--- config.mk ---
export PLATFORM = sky130hd
export DESIGN_NAME = generational_handle_allocator
export DESIGN_NICKNAME = d
export VERILOG_FILES = /design/src/hdl/gha_pkg.sv /design/src/hdl/generational_handle_allocator.sv /design/src/hdl/gha_store.sv /design/src/hdl/gha_seq.sv
export SDC_FILE = /design/constraint.sdc
export NUM_CORES = 2
export LEC_CHECK = 0
export BUFFER_PORTS_ARGS = -buffer_cell sky130_fd_sc_hd__buf_2
export CAP_MARGIN = 20
export CORE_MARGIN = 2
export CORE_UTILIZATION = 40
export CTS_BUF_LIST = sky130_fd_sc_hd__clkbuf_2 sky130_fd_sc_hd__clkbuf_4 sky130_fd_sc_hd__clkbuf_8
export CTS_CLUSTER_SIZE = 25
export DETAILED_ROUTE_END_ITERATION = 8
export PLACE_DENSITY = 0.51
export SLEW_MARGIN = 20
export SYNTH_ARGS = -nofsm -noshare
export SYNTH_HDL_FRONTEND = slang
export SYNTH_SLANG_ARGS = --single-unit
--- constraint.sdc ---
create_clock -name clk -period 16.3 [get_ports clk]
set_clock_uncertainty 0.1 [all_clocks]
set_input_delay 3.26 -clock clk [delete_from_list [all_inputs] [get_ports clk]]
set_output_delay 3.26 -clock clk [all_outputs]
set_load 0.01 [all_outputs]
--- src/hdl/gha_pkg.sv ---
package gha_pkg;

  // Default pool depth.
  localparam int SLOTS_DEFAULT = 64;

  // Stream payload widths.
  localparam int IN_TDATA_W  = 64;
  localparam int IN_TUSER_W  = 3;
  localparam int OUT_TDATA_W = 80;
  localparam int OUT_TUSER_W = 1;

  // Generation given to a slot that was never freed since reset or clear.
  localparam logic [15:0] GEN_START = 16'd1;

  // Operation codes carried on the input tuser.
  typedef enum logic [2:0] {
    OP_SPAWN   = 3'd0,
    OP_DESTROY = 3'd1,
    OP_ALIVE   = 3'd2,
    OP_FIND    = 3'd3,
    OP_NTH     = 3'd4,
    OP_CLEAR   = 3'd5
  } op_t;

  // Sequencer states.
  typedef enum logic [1:0] {
    ST_IDLE,
    ST_SCAN,
    ST_RESP
  } st_t;

  // One request as it arrives on the input stream.
  typedef struct packed {
    logic [2:0]  func;
    logic [31:0] hdl;
    logic [15:0] typ;
    logic [15:0] cur;
  } req_t;

  // One result as it leaves on the output stream.
  typedef struct packed {
    logic        ok;
    logic [31:0] hdl;
    logic [15:0] slot;
    logic [15:0] ncur;
    logic [15:0] live;
  } res_t;

  // Write and read commands from the sequencer to the slot store.
  typedef struct packed {
    logic        rd_en;
    logic        spawn;
    logic        destroy;
    logic        clear_all;
    logic [15:0] typ;
    logic [15:0] gen;
  } store_ctl_t;

  // Registered read data of one slot.
  typedef struct packed {
    logic        act;
    logic [15:0] gen;
    logic [15:0] typ;
  } store_rd_t;

endpackage

--- src/hdl/generational_handle_allocator.sv ---
// Generational handle allocator.
// Requests arrive on the in_ stream: in_tuser carries the operation (spawn,
// destroy, alive query, find by type, n-th active, clear) and in_tdata the
// handle, the entity type and the cursor. Each request yields one result on
// the out_ stream: out_tuser is the ok flag, out_tdata holds the handle, the
// slot, the next cursor and the live count after the operation.
// One request is in work at a time; in_tready is low from the transfer until
// the result has been moved into the output register. Spawn, find and n-th
// active walk the slots one per cycle through a single compare unit fed by
// the registered read port of the slot memories, visiting at most SLOTS
// slots. Destroy and alive query visit one slot; clear, a full pool, a bad
// handle or a cursor out of range go straight to the result without
// visiting any slot. The next request can transfer in the same cycle that
// out_tvalid rises.
// When the receiver stalls, the result waits in the output register and the
// next request is still taken and worked on; it then waits for the register.
// After reset every slot is free with generation 1, the live count is 0 and
// out_tvalid is low. Clear restores the slots and the live count to that state.
module generational_handle_allocator #(
  parameter int SLOTS = gha_pkg::SLOTS_DEFAULT
) (
  input  logic                             clk,
  input  logic                             rst_n,
  input  logic                             in_tvalid,
  output logic                             in_tready,
  // handle_in [31:0], entity_type [47:32], cursor [63:48]
  input  logic [gha_pkg::IN_TDATA_W-1:0]   in_tdata,
  // func [2:0]
  input  logic [gha_pkg::IN_TUSER_W-1:0]   in_tuser,
  output logic                             out_tvalid,
  input  logic                             out_tready,
  // handle_out [31:0], slot [47:32], next_cursor [63:48], live_count [79:64]
  output logic [gha_pkg::OUT_TDATA_W-1:0]  out_tdata,
  // ok [0]
  output logic [gha_pkg::OUT_TUSER_W-1:0]  out_tuser
);
  import gha_pkg::*;

  localparam int IW = (SLOTS > 1) ? $clog2(SLOTS) : 1;
  localparam int CW = $clog2(SLOTS + 1);

  req_t          req;
  res_t          res;
  store_ctl_t    ctl;
  store_rd_t     rd;
  logic [IW-1:0] rd_addr;
  logic [IW-1:0] wr_addr;

  // Unpack the request fields from the stream.
  assign req.func = in_tuser;
  assign req.hdl  = in_tdata[31:0];
  assign req.typ  = in_tdata[47:32];
  assign req.cur  = in_tdata[63:48];

  gha_seq #(
    .SLOTS (SLOTS),
    .IW    (IW),
    .CW    (CW)
  ) u_seq (
    .clk       (clk),
    .rst_n     (rst_n),
    .in_valid  (in_tvalid),
    .in_ready  (in_tready),
    .req       (req),
    .out_valid (out_tvalid),
    .out_ready (out_tready),
    .res       (res),
    .ctl       (ctl),
    .rd_addr   (rd_addr),
    .wr_addr   (wr_addr),
    .rd        (rd)
  );

  gha_store #(
    .SLOTS (SLOTS),
    .IW    (IW)
  ) u_store (
    .clk     (clk),
    .rst_n   (rst_n),
    .ctl     (ctl),
    .rd_addr (rd_addr),
    .wr_addr (wr_addr),
    .rd      (rd)
  );

  // Pack the result onto the stream.
  assign out_tdata = {res.live, res.ncur, res.slot, res.hdl};
  assign out_tuser = res.ok;

endmodule

--- src/hdl/gha_store.sv ---
module gha_store #(
  parameter int SLOTS = gha_pkg::SLOTS_DEFAULT,
  parameter int IW    = (SLOTS > 1) ? $clog2(SLOTS) : 1
) (
  input  logic                   clk,
  input  logic                   rst_n,
  input  gha_pkg::store_ctl_t    ctl,
  input  logic [IW-1:0]          rd_addr,
  input  logic [IW-1:0]          wr_addr,
  output gha_pkg::store_rd_t     rd
);
  import gha_pkg::*;

  logic        active_r [SLOTS];
  logic        gen_vld_r [SLOTS];
  logic [15:0] gen_mem [SLOTS];
  logic [15:0] type_mem [SLOTS];

  logic        rd_act_r;
  logic        rd_gv_r;
  logic [15:0] rd_gen_r;
  logic [15:0] rd_type_r;

  // Active flags and generation valid bits; reset and clear drop them at once.
  always_ff @(posedge clk) begin
    if (!rst_n || ctl.clear_all) begin
      for (int i = 0; i < SLOTS; i++) begin
        active_r[i]  <= 1'b0;
        gen_vld_r[i] <= 1'b0;
      end
    end else if (ctl.spawn) begin
      active_r[wr_addr] <= 1'b1;
    end else if (ctl.destroy) begin
      active_r[wr_addr]  <= 1'b0;
      gen_vld_r[wr_addr] <= 1'b1;
    end
  end

  // Generation and type memories with one write and one registered read.
  always_ff @(posedge clk) begin
    if (ctl.spawn) begin
      type_mem[wr_addr] <= ctl.typ;
    end
    if (ctl.destroy) begin
      gen_mem[wr_addr] <= ctl.gen;
    end
    if (ctl.rd_en) begin
      rd_gen_r  <= gen_mem[rd_addr];
      rd_type_r <= type_mem[rd_addr];
      rd_act_r  <= active_r[rd_addr];
      rd_gv_r   <= gen_vld_r[rd_addr];
    end
  end

  // A generation never written since reset or clear reads as the start value.
  assign rd.act = rd_act_r;
  assign rd.gen = rd_gv_r ? rd_gen_r : GEN_START;
  assign rd.typ = rd_type_r;

endmodule

--- src/hdl/gha_seq.sv ---
module gha_seq #(
  parameter int SLOTS = gha_pkg::SLOTS_DEFAULT,
  parameter int IW    = (SLOTS > 1) ? $clog2(SLOTS) : 1,
  parameter int CW    = $clog2(SLOTS + 1)
) (
  input  logic                   clk,
  input  logic                   rst_n,
  input  logic                   in_valid,
  output logic                   in_ready,
  input  gha_pkg::req_t          req,
  output logic                   out_valid,
  input  logic                   out_ready,
  output gha_pkg::res_t          res,
  output gha_pkg::store_ctl_t    ctl,
  output logic [IW-1:0]          rd_addr,
  output logic [IW-1:0]          wr_addr,
  input  gha_pkg::store_rd_t     rd
);
  import gha_pkg::*;

  localparam logic [IW-1:0] LAST_IDX = IW'(SLOTS - 1);
  localparam logic [CW-1:0] FULL_CNT = CW'(SLOTS);
  localparam logic [16:0]   SLOTS_17 = 17'(SLOTS);

  st_t state_r, state_nxt;

  op_t         op_r, op_nxt;
  logic [31:0] hdl_r, hdl_nxt;
  logic [15:0] typ_r, typ_nxt;
  logic [15:0] cur_r, cur_nxt;
  logic [IW-1:0] scan_idx_r, scan_idx_nxt;
  logic [IW-1:0] last_r, last_nxt;
  logic        more_r, more_nxt;
  logic        pv_r, pv_nxt;
  logic [IW-1:0] pidx_r, pidx_nxt;
  logic [CW-1:0] seen_r, seen_nxt;
  logic [CW-1:0] count_r, count_nxt;
  logic        rok_r, rok_nxt;
  logic [31:0] rhdl_r, rhdl_nxt;
  logic [15:0] rslot_r, rslot_nxt;
  logic [15:0] rncur_r, rncur_nxt;
  logic        out_valid_r, out_valid_nxt;
  res_t        out_r, out_nxt;

  logic [15:0]   in_low;
  logic          in_hdl_ok;
  logic [IW-1:0] in_idx;
  logic          disp_scan;
  logic          match;
  logic          miss_end;
  logic          out_free;
  logic [15:0]   gen_inc;
  logic [31:0]   found_hdl;
  logic [15:0]   found_slot;

  // Decode of the incoming request for the dispatch decision.
  always_comb begin
    in_low    = req.hdl[15:0];
    in_hdl_ok = (in_low != 16'd0) && ({1'b0, in_low} <= SLOTS_17);
    in_idx    = IW'(in_low - 16'd1);
    case (op_t'(req.func))
      OP_SPAWN:   disp_scan = (count_r < FULL_CNT);
      OP_DESTROY: disp_scan = in_hdl_ok;
      OP_ALIVE:   disp_scan = in_hdl_ok;
      OP_FIND:    disp_scan = ({1'b0, req.cur} < SLOTS_17);
      OP_NTH:     disp_scan = (req.cur < 16'(count_r));
      default:    disp_scan = 1'b0;
    endcase
  end

  // Shared slot compare: one slot per cycle, on the data read the cycle before.
  always_comb begin
    case (op_r)
      OP_SPAWN:   match = !rd.act;
      OP_DESTROY: match = rd.act && (rd.gen == hdl_r[31:16]);
      OP_ALIVE:   match = rd.act && (rd.gen == hdl_r[31:16]);
      OP_FIND:    match = rd.act && (rd.typ == typ_r);
      OP_NTH:     match = rd.act && (16'(seen_r) == cur_r);
      default:    match = 1'b0;
    endcase
    match      = match && pv_r;
    miss_end   = pv_r && !match && !more_r;
    gen_inc    = rd.gen + 16'd1;
    if (gen_inc == 16'd0) begin
      gen_inc = GEN_START;
    end
    found_slot = 16'(pidx_r);
    found_hdl  = {rd.gen, found_slot + 16'd1};
  end

  assign out_free = !out_valid_r || out_ready;

  // Next state.
  always_comb begin
    state_nxt = state_r;
    case (state_r)
      ST_IDLE: begin
        if (in_valid) begin
          state_nxt = disp_scan ? ST_SCAN : ST_RESP;
        end
      end
      ST_SCAN: begin
        if (match || miss_end) begin
          state_nxt = ST_RESP;
        end
      end
      ST_RESP: begin
        if (out_free) begin
          state_nxt = ST_IDLE;
        end
      end
      default: state_nxt = ST_IDLE;
    endcase
  end

  // Datapath and store commands.
  always_comb begin
    op_nxt        = op_r;
    hdl_nxt       = hdl_r;
    typ_nxt       = typ_r;
    cur_nxt       = cur_r;
    scan_idx_nxt  = scan_idx_r;
    last_nxt      = last_r;
    more_nxt      = more_r;
    pv_nxt        = 1'b0;
    pidx_nxt      = pidx_r;
    seen_nxt      = seen_r;
    count_nxt     = count_r;
    rok_nxt       = rok_r;
    rhdl_nxt      = rhdl_r;
    rslot_nxt     = rslot_r;
    rncur_nxt     = rncur_r;
    out_valid_nxt = out_valid_r && !out_ready;
    out_nxt       = out_r;
    ctl           = '0;
    ctl.typ       = typ_r;
    ctl.gen       = gen_inc;
    in_ready      = 1'b0;

    case (state_r)
      ST_IDLE: begin
        in_ready = 1'b1;
        if (in_valid) begin
          op_nxt   = op_t'(req.func);
          hdl_nxt  = req.hdl;
          typ_nxt  = req.typ;
          cur_nxt  = req.cur;
          seen_nxt = '0;
          more_nxt = 1'b1;
          rok_nxt  = 1'b0;
          rhdl_nxt = 32'd0;
          rslot_nxt = 16'd0;
          rncur_nxt = 16'd0;
          case (op_t'(req.func))
            OP_SPAWN: begin
              scan_idx_nxt = '0;
              last_nxt     = LAST_IDX;
            end
            OP_DESTROY, OP_ALIVE: begin
              scan_idx_nxt = in_idx;
              last_nxt     = in_idx;
            end
            OP_FIND: begin
              scan_idx_nxt = req.cur[IW-1:0];
              last_nxt     = LAST_IDX;
              rncur_nxt    = req.cur;
            end
            OP_NTH: begin
              scan_idx_nxt = '0;
              last_nxt     = LAST_IDX;
              rncur_nxt    = req.cur;
            end
            OP_CLEAR: begin
              ctl.clear_all = 1'b1;
              count_nxt     = '0;
              rok_nxt       = 1'b1;
            end
            default: begin
            end
          endcase
        end
      end

      ST_SCAN: begin
        // Issue the read of the next slot while the previous one is compared.
        if (more_r) begin
          ctl.rd_en = 1'b1;
          pv_nxt    = 1'b1;
          pidx_nxt  = scan_idx_r;
          if (scan_idx_r == last_r) begin
            more_nxt = 1'b0;
          end else begin
            scan_idx_nxt = scan_idx_r + 1'b1;
          end
        end
        if (pv_r && rd.act && !match) begin
          seen_nxt = seen_r + 1'b1;
        end
        if (match) begin
          pv_nxt    = 1'b0;
          rok_nxt   = 1'b1;
          rslot_nxt = found_slot;
          case (op_r)
            OP_SPAWN: begin
              ctl.spawn = 1'b1;
              count_nxt = count_r + 1'b1;
              rhdl_nxt  = found_hdl;
            end
            OP_DESTROY: begin
              ctl.destroy = 1'b1;
              count_nxt   = count_r - 1'b1;
            end
            OP_FIND, OP_NTH: begin
              rhdl_nxt  = found_hdl;
              rncur_nxt = found_slot + 16'd1;
            end
            default: begin
            end
          endcase
        end else if (miss_end) begin
          if (op_r == OP_DESTROY || op_r == OP_ALIVE) begin
            rslot_nxt = found_slot;
          end
        end
      end

      ST_RESP: begin
        if (out_free) begin
          out_valid_nxt = 1'b1;
          out_nxt.ok    = rok_r;
          out_nxt.hdl   = rhdl_r;
          out_nxt.slot  = rslot_r;
          out_nxt.ncur  = rncur_r;
          out_nxt.live  = 16'(count_r);
        end
      end

      default: begin
      end
    endcase
  end

  // Control registers.
  always_ff @(posedge clk) begin
    if (!rst_n) begin
      state_r     <= ST_IDLE;
      count_r     <= '0;
      out_valid_r <= 1'b0;
      pv_r        <= 1'b0;
      more_r      <= 1'b0;
    end else begin
      state_r     <= state_nxt;
      count_r     <= count_nxt;
      out_valid_r <= out_valid_nxt;
      pv_r        <= pv_nxt;
      more_r      <= more_nxt;
    end
  end

  // Payload registers.
  always_ff @(posedge clk) begin
    op_r       <= op_nxt;
    hdl_r      <= hdl_nxt;
    typ_r      <= typ_nxt;
    cur_r      <= cur_nxt;
    scan_idx_r <= scan_idx_nxt;
    last_r     <= last_nxt;
    pidx_r     <= pidx_nxt;
    seen_r     <= seen_nxt;
    rok_r      <= rok_nxt;
    rhdl_r     <= rhdl_nxt;
    rslot_r    <= rslot_nxt;
    rncur_r    <= rncur_nxt;
    out_r      <= out_nxt;
  end

  assign rd_addr   = scan_idx_r;
  assign wr_addr   = pidx_r;
  assign out_valid = out_valid_r;
  assign res       = out_r;

endmodule

==> flow_summary.ini <==
[placed_design]
gp_congestion = 0.751
dp_hpwl_um = 132000
io_buffers = 125

[clocking]
clk_latency_ps = 1090
cts_tree = done
clk_path_buf_depth = 4
cts_resized = 0
clkTransAtPathRegs_ps = 60
cts_sinks = 2397
numCtsBuffers = 404
post-cts-setup-buffers = 0
ctsHoldBuffers = 0
htree_levels = 5
cts_root_buffer = clkbuf_8

[critical_path]
critPathSlowestCell = dfxtp_1
path_cells = nor2_1 -> buf_2
startpoint_type = flop
cp_max_fo = 10
ff2ff_path_depth = 6
crit_family = flip-flops
critPathArrivalTime_ps = 2080
cp-end-kind = output pin
worst-path-stages = 2
critPathBufInv = 1
crit_required_ps = 12940
criticalPathCategory = reg -> out
crit_path_max_incr_delay_ps = 410

[synth]
synthTopCellsByCount = 2321 x edfxtp_1, 714 x mux4_2, 233 x nor2_1
synth_top_area_share_pct = 74.6
synthDistinctLibCells = 72
yosysMostFrequentCell = edfxtp_1
synthFlopType = edfxtp_1
ys_ff_latch = 2397
syn_area_um2 = 93500
yosysTopAreaCell = edfxtp_1
yosysWarningCount = 0
synthCells = 4246
async_flop_share_pct = 0
synth_edf_count = 2321
avgSynthCellArea_um2 = 22.0
synthTopCellsByArea = edfxtp_1 75%, mux4_2 17%, dfxtp_1 1.6%
yosysSeqAreaShare_pct = 76.2

[floorplan]
rows = 177
die_w_um = 487
fp.dieH_um = 487
core_area_um2 = 233000
dieArea_um2 = 238000
start_util_pct = 40.2
ios = 154

[detailed_routing]
drc = 0
via_per_inst = 5.60
drt_wl_total_um = 237000
firstDrtPassIters = 8
wl_per_cell_um = 29.4
drt_iter0_markers = 4118
postRouteAntennaNets = 0
via_count = 45200

[timing]
fin_crit_sh_pct = 33.4
max_freq_mhz = 184
tns_ps = 0
slew_violations = 0
rsz0062_at_grt = false
hold_slack_ps = 308
maxSlewHeadroom_pct = 19.2
setup-violations-final = 0
worstMarginPinSlew_ps = 1210
period_minus_slack_ps = 5440
hold_violations = 0

[worst_hold_path]
hold_depth = 0
hp-class = reg -> reg

[finish]
nets = 4809
area_growth_pct = 14.0
drive_gt1_share_pct = 36.5
final_util_pct = 45.8

[global_route]
grt_pass1_vias = 46500
overflow = 0
grt_first_pass_wirelength_um = 340000
grt.total_usage_pct = 20.0
antenna_found_initial = 22
grt_max_degree = 107

[outcome]
status = complete, no violations

[run]
max_cap_viol_count = 0

[power]
totalPowerFinal_uw = 12800
power_density_nw_per_um2 = 120
vdd_drop_max_mv = 0.0682
cellLeakagePower_uw = 0.0336
==> worst register-to-register path: stages, from the launching register on <==
cell and delay, ps:
edfxtp_1 380, buf_12 590, buf_4 970, buf_4 730
mux4_2 650, mux4_2 590, mux4_2 550
==> cell type report <==
cell class	count	area, µm²
Fill cell	19600	126000
Sequential cell	2397	71200
Multi-Input combinational cell	1574	21600
Clock buffer	549	6720
Tap cell	3043	3810
Timing Repair Buffer	323	2180
Clock inverter	147	898
Inverter	21	78.8
Antenna cell	6	15.0
==> kinds of logic after synthesis <==
family,count (synthesis),share of synthesized area [%]
and+or+nand+nor,514,2.73
adders and majority gates,17,0.236
xor gates and xnor gates,72,0.675
buffers and inverters,302,1.34
muxes,716,17.2
AOI/OAI and AO/OA,227,1.59
other,1,0.00401
DFF,2397,76.2
==> where the power goes <==
part	total [µW]	internal (µW)	switching (µW)
sequential	6810	6780	21.8
clock	5150	2810	2340
combinational	850	372	478
==> final timing paths <==
check                                start                       endpoint  slack, ps
min             u_seq.rncur_r[4]$_DFFE_PP_        u_seq.res[20]$_DFFE_PP_        310
min reg2reg     u_seq.rncur_r[4]$_DFFE_PP_        u_seq.res[20]$_DFFE_PP_        310
max reg2reg     u_seq.rd_addr[0]$_DFFE_PP_  u_store.rd_gen_r[9]$_DFFE_PP_      11500
max          u_seq.state_r[0]$_SDFFE_PN0P_                      in_tready      10860
==> metrics by stage <==
| stage | std cells | instance area (µm²) | setup WS [ps] |
|---|---|---|---|
| after floorplan | 4273 | 93600 | 10200 |
| after global placement | 7357 | 98900 | 10430 |
| after detailed placement | 7358 | 98900 | 10450 |
| after CTS | 8054 | 107000 | 10730 |
| after global routing | 8056 | 107000 | 10680 |
| final | 8060 | 107000 | 10860 |
==> cell usage in the layout (no fill, tap or decap), drive strengths merged, types with 38 or more instances in the layout <==
cell / n
clkinv: 130
o21a: 63
xnor2: 45
nor3: 38
dfxtp: 76
buf: 323
nand2: 51
clkbuf: 549
o21ai: 83
mux4: 714
nor2: 234
edfxtp: 2321
==> flip-flops by register name, summed over array words and instances, names as in the netlist, 16 cells and up <==
register and count:
u_store.active_r 64, u_seq.hdl_r 16, u_seq.rhdl_r 23, u_store.rd_gen_r 16, u_store.rd_type_r 16, u_store.gen_mem 1024
u_store.gen_vld_r 64, u_seq.rncur_r 16, u_seq.res 53, u_seq.typ_r 16, u_store.type_mem 1024, u_seq.cur_r 16
==> per-layer routing <==
layer | GRT usage (%) | part of all wire, %
met1 | 29.6 | 46
met2 | 30.7 | 46
met3 | 3.89 | 6.3
met4 | 4.63 | 1.8
met5 | 0 | 0
Note: power is estimated with default switching activity, not from simulation.
